<file path="src/tmhq_pkg.sv">
// ----------------------------------------------------------------------------
// tmhq_pkg
// Shared types, codes and sizes of the ternary max-heap queue.
// ----------------------------------------------------------------------------
package tmhq_pkg;

    localparam int DEF_CAPACITY = 32;
    localparam int DEF_KEY_BITS = 16;
    localparam int PRIO_W       = 16;
    localparam int PAY_W        = 8;
    localparam int KIND_W       = 3;
    localparam int STATUS_W     = 2;
    localparam int OCC_W        = 6;

    // command codes
    localparam logic [KIND_W-1:0] K_APPEND  = 3'd0;
    localparam logic [KIND_W-1:0] K_HEAPIFY = 3'd1;
    localparam logic [KIND_W-1:0] K_INSERT  = 3'd2;
    localparam logic [KIND_W-1:0] K_DELMAX  = 3'd3;
    localparam logic [KIND_W-1:0] K_PEEK    = 3'd4;
    localparam logic [KIND_W-1:0] K_DUMP    = 3'd5;
    localparam logic [KIND_W-1:0] K_SORT    = 3'd6;
    localparam logic [KIND_W-1:0] K_RSVD    = 3'd7;   // unused, answered with ok

    // result status codes
    localparam logic [STATUS_W-1:0] ST_OK    = 2'd0;
    localparam logic [STATUS_W-1:0] ST_EMPTY = 2'd1;
    localparam logic [STATUS_W-1:0] ST_FULL  = 2'd2;

    typedef struct packed {
        logic [KIND_W-1:0] kind;
        logic signed [PRIO_W-1:0] priority_req;
        logic [PAY_W-1:0] payload;
    } t_req;

    typedef struct packed {
        logic [STATUS_W-1:0] status;
        logic signed [PRIO_W-1:0] out_priority;
        logic [PAY_W-1:0] out_payload;
        logic has_entry;
        logic last;
        logic [OCC_W-1:0] occupancy;
    } t_rsp;

endpackage

</file>
<file path="src/tmhq_if.sv">
// ----------------------------------------------------------------------------
// tmhq_req_if / tmhq_rsp_if
// Valid/ready channels for commands and results.
// ----------------------------------------------------------------------------
interface tmhq_req_if import tmhq_pkg::*; ();
    logic valid;
    logic ready;
    t_req data;
    modport source (output valid, output data, input ready);
    modport sink   (input valid, input data, output ready);
endinterface

interface tmhq_rsp_if import tmhq_pkg::*; ();
    logic valid;
    logic ready;
    t_rsp data;
    modport source (output valid, output data, input ready);
    modport sink   (input valid, input data, output ready);
endinterface

</file>
<file path="src/ternary_max_heap_queue_top.sv">
// ----------------------------------------------------------------------------
// ternary_max_heap_queue_top
// Ternary max-heap of (key, byte) entries held in one synchronous memory.
// ----------------------------------------------------------------------------
// Usage:
//   i_req carries one command (kind, priority_req, payload). o_rsp returns
//   one or more results; the final result of a command has last set.
//   One command is worked on at a time; i_req.ready is high only when the
//   sequencer is idle and the result register is empty.
//   The heap lives in one memory with a registered read port. A sift-down
//   level requests the three children in turn, compares each as it arrives,
//   then decides and writes back. Delete max sinks the last entry from the
//   root; heapify and insert sift down every parent from the last one up;
//   sort heapifies, parks each root at the end of the shrinking heap, then
//   dumps the entries.
//   A stalled receiver holds the result register; the sequencer waits on
//   its next result and nothing is dropped. Reset empties the heap at once;
//   memory contents need no clearing since only entries below the count
//   are used, and the dump of a sort reads back only the entries it parked.
// ----------------------------------------------------------------------------
module ternary_max_heap_queue_top import tmhq_pkg::*; #(
    parameter int CAPACITY = DEF_CAPACITY,
    parameter int KEY_BITS = DEF_KEY_BITS
) (
    input logic         i_clk,
    input logic         i_rst_n,
    tmhq_req_if.sink    i_req,
    tmhq_rsp_if.source  o_rsp
);

    localparam int AW = $clog2(CAPACITY);
    localparam int CW = $clog2(CAPACITY + 1);
    localparam int IW = CW + 2;   // room for 3*i+3 up to the capacity

    typedef struct packed {
        logic signed [KEY_BITS-1:0] key;
        logic [PAY_W-1:0] val;
    } t_ent;

    typedef enum logic [4:0] {
        S_IDLE, S_APPEND, S_HP_NEXT, S_HP_LOAD, S_SD_C0, S_SD_C1, S_SD_C2,
        S_SD_C3, S_DEL_ROOT, S_DEL_LAST, S_PEEK, S_SORT_NEXT, S_SORT_LAST,
        S_SORT_ROOT, S_DUMP_RD, S_DUMP_OUT, S_RESP
    } t_state;

    // heap memory
    t_ent           mem [CAPACITY];
    logic           mem_we;
    logic [AW-1:0]  mem_wa;
    t_ent           mem_wd;
    logic [AW-1:0]  mem_ra;
    t_ent           r_rd;

    always_ff @(posedge i_clk) begin
        if (mem_we) begin
            mem[mem_wa] <= mem_wd;
        end
        r_rd <= mem[mem_ra];
    end

    t_state          r_state, n_state;
    logic [CW-1:0]   r_cnt, n_cnt;
    logic [KIND_W-1:0] r_kind, n_kind;
    logic [IW-1:0]   r_j, n_j;         // sift-down node
    logic [CW-1:0]   r_hp, n_hp;       // heapify counter (next parent + 1)
    logic [IW-1:0]   r_best, n_best;
    logic [CW-1:0]   r_i, n_i;         // dump index
    logic [CW-1:0]   r_n, n_n;         // entries to emit in the dump pass
    t_ent            r_ej, n_ej;       // entry sinking from node j
    t_ent            r_eb, n_eb;       // best entry so far
    t_ent            r_tmp, n_tmp;
    logic            r_heap, n_heap;   // sift-down called from heapify
    logic            r_ov, n_ov;
    t_rsp            r_out, n_out;

    // floor(x / 3) by reciprocal multiplication, exact for x below 2^16
    function automatic logic [CW-1:0] div3(input logic [CW-1:0] x);
        logic [31:0] p;
        p = 32'(x) * 32'd43691;
        return CW'(p[31:17]);
    endfunction

    // one past the last parent of a heap of n entries
    function automatic logic [CW-1:0] hp_start(input logic [CW-1:0] n);
        logic [CW-1:0] s;
        if (n < CW'(2)) s = '0;
        else s = div3(n - CW'(2)) + CW'(1);
        return s;
    endfunction

    function automatic t_rsp mk(input logic [STATUS_W-1:0] st, input logic he,
                                input t_ent e, input logic lst,
                                input logic [CW-1:0] occ);
        t_rsp r;
        r.status       = st;
        r.out_priority = he ? PRIO_W'(e.key) : '0;
        r.out_payload  = he ? e.val : '0;
        r.has_entry    = he;
        r.last         = lst;
        r.occupancy    = OCC_W'(occ);
        return r;
    endfunction

    // child that arrives from memory in this cycle, and whether it wins
    logic [IW-1:0] c_left;
    logic [IW-1:0] c_cur;
    logic          take;
    always_comb begin
        c_left = IW'({r_j, 1'b0}) + r_j + IW'(1);
        case (r_state)
            S_SD_C2: c_cur = c_left + IW'(1);
            S_SD_C3: c_cur = c_left + IW'(2);
            default: c_cur = c_left;
        endcase
        take = (c_cur < IW'(r_cnt)) && (r_rd.key > r_eb.key);
    end

    // where a finished sift-down returns to
    t_state sd_done;
    assign sd_done = r_heap ? S_HP_NEXT : ((r_kind == K_SORT) ? S_SORT_NEXT : S_RESP);

    logic dump_last;
    assign dump_last = (r_i + CW'(1)) == r_n;

    assign i_req.ready = (r_state == S_IDLE) && !r_ov;
    assign o_rsp.valid = r_ov;
    assign o_rsp.data  = r_out;

    logic out_free;
    assign out_free = !r_ov || o_rsp.ready;

    always_comb begin
        n_state = r_state; n_cnt = r_cnt; n_kind = r_kind; n_j = r_j;
        n_hp = r_hp; n_best = r_best; n_i = r_i; n_n = r_n; n_ej = r_ej;
        n_eb = r_eb; n_tmp = r_tmp; n_heap = r_heap;
        n_ov = r_ov && !o_rsp.ready; n_out = r_out;
        mem_we = 1'b0; mem_wa = '0; mem_wd = r_ej; mem_ra = '0;

        case (r_state)
            S_IDLE: begin
                // root is read by default, ready for peek and delete max
                if (i_req.valid && i_req.ready) begin
                    n_kind = i_req.data.kind;
                    n_tmp.key = KEY_BITS'(i_req.data.priority_req);
                    n_tmp.val = i_req.data.payload;
                    n_heap = 1'b0;
                    case (i_req.data.kind)
                        K_APPEND, K_INSERT: begin
                            if (r_cnt >= CW'(CAPACITY)) begin
                                n_out = mk(ST_FULL, 1'b0, '0, 1'b1, r_cnt);
                                n_ov = 1'b1;
                            end else begin
                                n_state = S_APPEND;
                            end
                        end
                        K_HEAPIFY: begin
                            n_hp = hp_start(r_cnt);
                            n_heap = 1'b1;
                            n_state = S_HP_NEXT;
                        end
                        K_DELMAX, K_PEEK, K_DUMP, K_SORT: begin
                            if (r_cnt == '0) begin
                                n_out = mk(ST_EMPTY, 1'b0, '0, 1'b1, r_cnt);
                                n_ov = 1'b1;
                            end else if (i_req.data.kind == K_DUMP) begin
                                n_i = '0;
                                n_n = r_cnt;
                                n_state = S_DUMP_RD;
                            end else if (i_req.data.kind == K_SORT) begin
                                n_hp = hp_start(r_cnt);
                                n_heap = 1'b1;
                                n_state = S_HP_NEXT;
                            end else begin
                                mem_ra = '0;
                                n_state = (i_req.data.kind == K_PEEK) ? S_PEEK : S_DEL_ROOT;
                            end
                        end
                        default: begin
                            n_out = mk(ST_OK, 1'b0, '0, 1'b1, r_cnt);
                            n_ov = 1'b1;
                        end
                    endcase
                end
            end
            S_APPEND: begin
                mem_we = 1'b1; mem_wa = AW'(r_cnt); mem_wd = r_tmp;
                n_cnt = r_cnt + CW'(1);
                if (r_kind == K_INSERT) begin
                    n_hp = hp_start(r_cnt + CW'(1));
                    n_heap = 1'b1;
                    n_state = S_HP_NEXT;
                end else n_state = S_RESP;
            end
            S_HP_NEXT: begin
                // next parent of the heapify pass, or finish
                if (r_hp == '0) begin
                    n_heap = 1'b0;
                    if (r_kind == K_SORT) begin
                        n_n = r_cnt;
                        n_state = S_SORT_NEXT;
                    end else n_state = S_RESP;
                end else begin
                    n_hp = r_hp - CW'(1);
                    n_j = IW'(r_hp - CW'(1));
                    mem_ra = AW'(r_hp - CW'(1));
                    n_state = S_HP_LOAD;
                end
            end
            S_HP_LOAD: begin
                n_ej = r_rd;
                n_state = S_SD_C0;
            end
            S_SD_C0: begin
                // request left child, or settle the entry at a leaf
                n_best = r_j;
                n_eb = r_ej;
                if (c_left < IW'(r_cnt)) begin
                    mem_ra = AW'(c_left);
                    n_state = S_SD_C1;
                end else begin
                    mem_we = 1'b1; mem_wa = AW'(r_j); mem_wd = r_ej;
                    n_state = sd_done;
                end
            end
            S_SD_C1, S_SD_C2: begin
                // compare child that just arrived, request the next one
                if (take) begin
                    n_eb = r_rd; n_best = c_cur;
                end
                mem_ra = AW'(c_cur + IW'(1));
                n_state = (r_state == S_SD_C1) ? S_SD_C2 : S_SD_C3;
            end
            S_SD_C3: begin
                // last child decides: move the winner up or settle here
                mem_we = 1'b1; mem_wa = AW'(r_j);
                if (take) begin
                    mem_wd = r_rd;
                    n_j = c_cur;
                    n_state = S_SD_C0;
                end else if (r_best != r_j) begin
                    mem_wd = r_eb;
                    n_j = r_best;
                    n_state = S_SD_C0;
                end else begin
                    mem_wd = r_ej;
                    n_state = sd_done;
                end
            end
            S_DEL_ROOT: begin
                // capture root, read last entry
                n_tmp = r_rd;
                mem_ra = AW'(r_cnt - CW'(1));
                n_state = S_DEL_LAST;
            end
            S_DEL_LAST: begin
                // sink the last entry from the root
                n_ej = r_rd;
                n_cnt = r_cnt - CW'(1);
                n_j = '0;
                n_state = S_SD_C0;
            end
            S_PEEK: begin
                n_tmp = r_rd;
                n_state = S_RESP;
            end
            S_SORT_NEXT: begin
                // read the end of the shrinking heap, or start the dump
                if (r_cnt == '0) begin
                    n_i = '0;
                    n_state = S_DUMP_RD;
                end else begin
                    mem_ra = AW'(r_cnt - CW'(1));
                    n_state = S_SORT_LAST;
                end
            end
            S_SORT_LAST: begin
                n_ej = r_rd;
                mem_ra = '0;
                n_state = S_SORT_ROOT;
            end
            S_SORT_ROOT: begin
                // park the root at the end, sink the old end from the root
                mem_we = 1'b1; mem_wa = AW'(r_cnt - CW'(1)); mem_wd = r_rd;
                n_cnt = r_cnt - CW'(1);
                n_j = '0;
                n_state = S_SD_C0;
            end
            S_DUMP_RD: begin
                mem_ra = AW'(r_i);
                n_state = S_DUMP_OUT;
            end
            S_DUMP_OUT: begin
                // hold the read address while the receiver stalls
                mem_ra = AW'(r_i);
                if (out_free) begin
                    n_out = mk(ST_OK, 1'b1, r_rd, dump_last, r_cnt);
                    n_ov = 1'b1;
                    n_i = r_i + CW'(1);
                    n_state = dump_last ? S_IDLE : S_DUMP_RD;
                end
            end
            S_RESP: begin
                if (out_free) begin
                    n_out = mk(ST_OK, (r_kind == K_DELMAX) || (r_kind == K_PEEK),
                               r_tmp, 1'b1, r_cnt);
                    n_ov = 1'b1;
                    n_state = S_IDLE;
                end
            end
            default: n_state = S_IDLE;
        endcase
    end

    always_ff @(posedge i_clk) begin
        if (!i_rst_n) begin
            r_state <= S_IDLE;
            r_cnt   <= '0;
            r_ov    <= 1'b0;
            r_heap  <= 1'b0;
        end else begin
            r_state <= n_state;
            r_cnt   <= n_cnt;
            r_ov    <= n_ov;
            r_heap  <= n_heap;
        end
        r_kind <= n_kind; r_j <= n_j; r_hp <= n_hp; r_best <= n_best;
        r_i <= n_i; r_n <= n_n; r_ej <= n_ej; r_eb <= n_eb; r_tmp <= n_tmp;
        r_out <= n_out;
    end

endmodule
</file>
<file path="src/flat_wrapper.sv">
// flat-port wrapper written by rule: the top's interface ports become plain ports
module ternary_max_heap_queue_top_flat import tmhq_pkg::*;
#(
    parameter int CAPACITY = DEF_CAPACITY,
    parameter int KEY_BITS = DEF_KEY_BITS
)
  (i_clk, i_rst_n, i_req_valid, i_req_data, i_req_ready, o_rsp_valid, o_rsp_data, o_rsp_ready);
  tmhq_req_if i_req_i ();
  tmhq_rsp_if o_rsp_i ();
  input logic i_clk;
  input logic i_rst_n;
  input wire logic [$bits(i_req_i.valid)-1:0] i_req_valid;
  input wire logic [$bits(i_req_i.data)-1:0] i_req_data;
  output wire logic [$bits(i_req_i.ready)-1:0] i_req_ready;
  output wire logic [$bits(o_rsp_i.valid)-1:0] o_rsp_valid;
  output wire logic [$bits(o_rsp_i.data)-1:0] o_rsp_data;
  input wire logic [$bits(o_rsp_i.ready)-1:0] o_rsp_ready;
  assign i_req_i.valid = i_req_valid;
  assign i_req_i.data = i_req_data;
  assign i_req_ready = i_req_i.ready;
  assign o_rsp_valid = o_rsp_i.valid;
  assign o_rsp_data = o_rsp_i.data;
  assign o_rsp_i.ready = o_rsp_ready;
  ternary_max_heap_queue_top #(.CAPACITY(CAPACITY), .KEY_BITS(KEY_BITS)) u_core (.i_clk(i_clk), .i_rst_n(i_rst_n), .i_req(i_req_i), .o_rsp(o_rsp_i));
endmodule
</file>
<file path="config.mk">
export PLATFORM = sky130hd
export DESIGN_NAME = ternary_max_heap_queue_top_flat
export DESIGN_NICKNAME = d
export VERILOG_FILES = /design/src/tmhq_pkg.sv /design/src/tmhq_if.sv /design/src/ternary_max_heap_queue_top.sv /design/src/flat_wrapper.sv
export SDC_FILE = /design/constraint.sdc
export NUM_CORES = 2
export LEC_CHECK = 0
export BUFFER_PORTS_ARGS = -buffer_cell sky130_fd_sc_hd__buf_4
export CORE_MARGIN = 4
export CORE_UTILIZATION = 54
export CTS_CLUSTER_SIZE = 12
export DETAILED_ROUTE_END_ITERATION = 12
export PLACE_DENSITY = 0.71
export SYNTH_ARGS = -nofsm -noshare
export SYNTH_HDL_FRONTEND = slang
export SYNTH_SLANG_ARGS = --single-unit
export TNS_END_PERCENT = 30
</file>
<file path="constraint.sdc">
create_clock -name i_clk -period 8.2 [get_ports i_clk]
set_input_delay 0.41 -clock i_clk [delete_from_list [all_inputs] [get_ports i_clk]]
set_output_delay 0.41 -clock i_clk [all_outputs]
set_load 0.005 [all_outputs]
</file>
==> metrics list <==
- In this run, the number of DRC markers left after iteration 0 of detailed routing was 3,787.
* Synthesized netlist net count: 3,362
- Aggregate negative setup slack: 0 ns
* Critical path, cell by cell: inv_1, ha_1, nor2b_1, o21a_1, o21a_1, o211ai_1, ha_1, a21oi_1, o31a_1, o211ai_2, a21o_1, a222oi_1, nand2_1, nor2_2, buf_4
- Detail Route met2 WL: 54,240 um
* Post-route core utilization: 0.6144
- Clock-pin transition on the worst setup and hold timing paths: 0.06 ns
* Final critical-path share of the clock period: 0.7903
- For this run, the detailed router's first-pass iteration total came to 6.
- Leakage power figure: 16.50 nW
- After the last flow step, the layout net total stands at 3,420.
* Worst setup SP type: flip-flop
- Via count: 28,235
- Clock tree synthesis inserted a total of 97 buffers.
- Global-route wire length before repair: 177,300 um
- The number of pins with negative max-slew slack in the final report came to 0.
* Worst setup skew after layout: 0.02800 ns
- In the routed design, unresolved DRC markers number 0.
* Core Box Area: 76,200 um2
* Synthesized netlist cell count: 3,218
* Kind of path behind the tightest hold check: in2reg
- Broken down by cell family, the worst path's largest delay share belongs to compound AO/OA/AOI/OAI gates.
- For this block, the routed nets add up to 120,700 um of wire.
- Overall track demand over capacity in global routing: 0.2897
- Number of antenna diodes: 0
- Dividing total power by cell area gives a power density of 267.7 nW/um2.
- Total of flip-flops plus latches after synthesis: 948
- Detailed placer's ending HPWL: 68,680 um
* Result of the run: completed
- The tree built by TritonCTS fans out to 948 sinks.
- The number of antenna violations at the first check in global routing is 1.
- Setup-failing EPs final: 0
- Max-cap violations in this run came to 0.
* Number of filler instances in the final layout: 5,668
* Prevailing post-synth register cell: edfxtp_1
- Number of global-route vias before repair: 27,472
- Count of final hold-check violations: 0
- Met1 WL: 45,570 um
- The library cell used most frequently in the layout, excluding fill and tap cells, is edfxtp_1.
* Synthesis Warnings: 0
- Peak ir drop on the vdd network: 0.2091 mV
- Yosys mapped a number of flops with a built-in enable equal to 911.
- Synthesized area divided by synthesized cell count: 12.94 um2
* Maximum number of pins on one net before global-route repair: 177
* Fraction of the yosys area taken by sequential cells: 0.6745
- The die covers 81,650 um2.
- Highest routing layer actually used: met4
- In this run the count of I/O pins placed on the die edge is 67.
* Vertical die dimension: 285.7 um
- Routability-driven placement finished with a final weighted congestion of 0.9434.
* Total area of multi-input combinational cells: 12,800 um2
- Actual slew at the worst max-slew pin: 1.415 ns
* Element type at the critical path end: flip-flop
* Delay contributed by the slowest stage of the critical path: 1.01 ns
* Length of routed met3 wiring: 15,900 um
- The synthesized netlist contains 85 unique library cells.
* Type of the worst setup path: reg2reg
* Site Rows: 101
* Global-route congestion overflow total: 0
- Max stage delay cell, worst path: nor2_2
- Crit-path max FO: 15
- Post-layout min period: 6.480 ns
- After synthesis, the share of flip-flops with an asynchronous set or reset is 0.
- Dividing the detail-routed wire length by the instance count gives 27.50 um.
- Setup repair after global routing left no endpoint under its margin.
* Initial cell density of the core: 0.5466
* Req. time, crit path: 8.54 ns
* Routed vias/inst: 6.436
- The H-tree was split into 3 levels.
- Synthesis-to-finish area growth: 12.39%
* I/O Buffers: 66
- CP bufs+invs: 2
- CTS tree: yes
- Clock Latency Late Sink: 0.67 ns
- Of the cells placed in the final design, the portion with a size suffix greater than 1 is 0.1156.
* Width of the die: 285.7 um
- Sequential cell area in the final layout: 28,100 um2
- Commonest non-fill, non-tap cells in the layout: edfxtp_1 (911), nand2_1 (709), nand3_1 (212), mux2i_1 (129), buf_4 (124)
* Area of the mapped netlist: 41,650 um2
* Normalized max-slew margin: 0.05686
- Post-CTS repair timing setup buffer count: 0
* ANT nets after route: 0
- Arrival time of data at the critical path endpoint: 6.82 ns
- In this run the deepest clock path goes through 3 buffers.
- CTS placed an instance of clkbuf_16 at the clock tree root.
* Max Clk Rate: 154.3 MHz
state kept, by name (all words and copies together) (netlist names), 8 cells and up:
signal             cells
u_core.r_j             8
u_core.r_tmp          24
u_core.r_rd           24
u_core.r_ej           24
u_core.r_eb           24
u_core.o_rsp.data     34
u_core.mem           768
u_core.r_best          8
report_power, final:
part	internal (mW)	leakage, nW	total, mW	switching, mW
Clock	2.51	1.51	4.35	1.83
Combinational	0.838	6.45	2.38	1.54
Sequential	5.59	8.54	5.81	0.217
per-stage QoR:
| stage | std cells | power, mW | worst slack, ns | instance area (um2) | hold slack (ns) |
|---|---|---|---|---|---|
| 3_3_place_gp | 4202 | 8.159 | 2.018 | 43570 | 0.5072 |
| 2_1_floorplan | 3218 | 7.350 | 1.723 | 41660 | 0.4237 |
| 4_1_cts | 4385 | 12.51 | 1.878 | 46740 | 0.009547 |
| 5_1_grt | 4387 | 12.99 | 1.418 | 46820 | 0.02446 |
| 6_report | 4387 | 12.53 | 1.720 | 46820 | 0.03914 |
| 3_5_place_dp | 4202 | 8.216 | 1.917 | 43570 | 0.4975 |
path summary, 6_finish.rpt:
path | cells after the start | slack [ns] | start | end
setup reg to reg | 15 | 1.72 | u_core.r_j[0] | u_core.mem[0][14]
hold reg to reg | 0 | 0.52 | u_core.r_rd[8] | u_core.r_ej[8]
hold / removal | 2 | 0.04 | i_rst_n | u_core.r_cnt[5]
setup / recovery | 15 | 1.72 | u_core.r_j[0] | u_core.mem[0][14]
Yosys cell counts (all sizes together), types with 33 or more instances:
master	n	area (um2)
a21oi	58	290.3
a31oi	105	656.9
a32oi	97	849.6
buf	74	416.7
clkbuf	109	409.1
dfxtp	37	740.7
edfxtp	911	27360
ha	98	1226
inv	63	236.5
mux2i	129	1291
nand2	712	2673
nand3	213	1066
nor2	122	460.5
o211ai	33	252.7
o21ai	58	290.3
xnor2	43	384.1
kinds of logic after synthesis:
family                   Yosys count  share of synthesized area
AO/OA/AOI/OAI                    495                    0.08654
adder cells (fa/ha/maj)          113                    0.03665
flip-flops                       948                     0.6745
buffers and inverters            247                    0.02559
multiplexers                     153                    0.03749
AND/OR/NAND/NOR                 1192                     0.1241
XOR/XNOR                          70                    0.01508
worst register-to-register path, delay by kind of cell (launching register included):
family	cells	cell delay, ns
fa+ha+maj	2	0.80
simple gates	3	1.59
flops	1	0.78
buf+inv	2	0.66
compound gates	8	2.33
routing by layer:
metal | track usage | vias to the layer above
li1 | - | 12213
met1 | 0.4078 | 13708
met2 | 0.4456 | 1989
met3 | 0.06813 | 325
met4 | 0.1043 | 0
met5 | 0 | -
final cells by class:
class | instances | share of cell area
well taps | 1030 | 0.02753
flip-flops and latches | 948 | 0.6001
clock buffers | 157 | 0.06008
repair buffers | 142 | 0.02673
clock inverters | 23 | 0.006949
inverters | 64 | 0.005131
multi-input cells | 2023 | 0.2735
repair_timing:
action / 4_1_cts / 5_1_grt
endpoints found under the hold margin: 3 / 0
hold buffers: 3 / 0
gates resized for setup: 0 / 0
No activity file was read; power rests on OpenSTA's default activity.
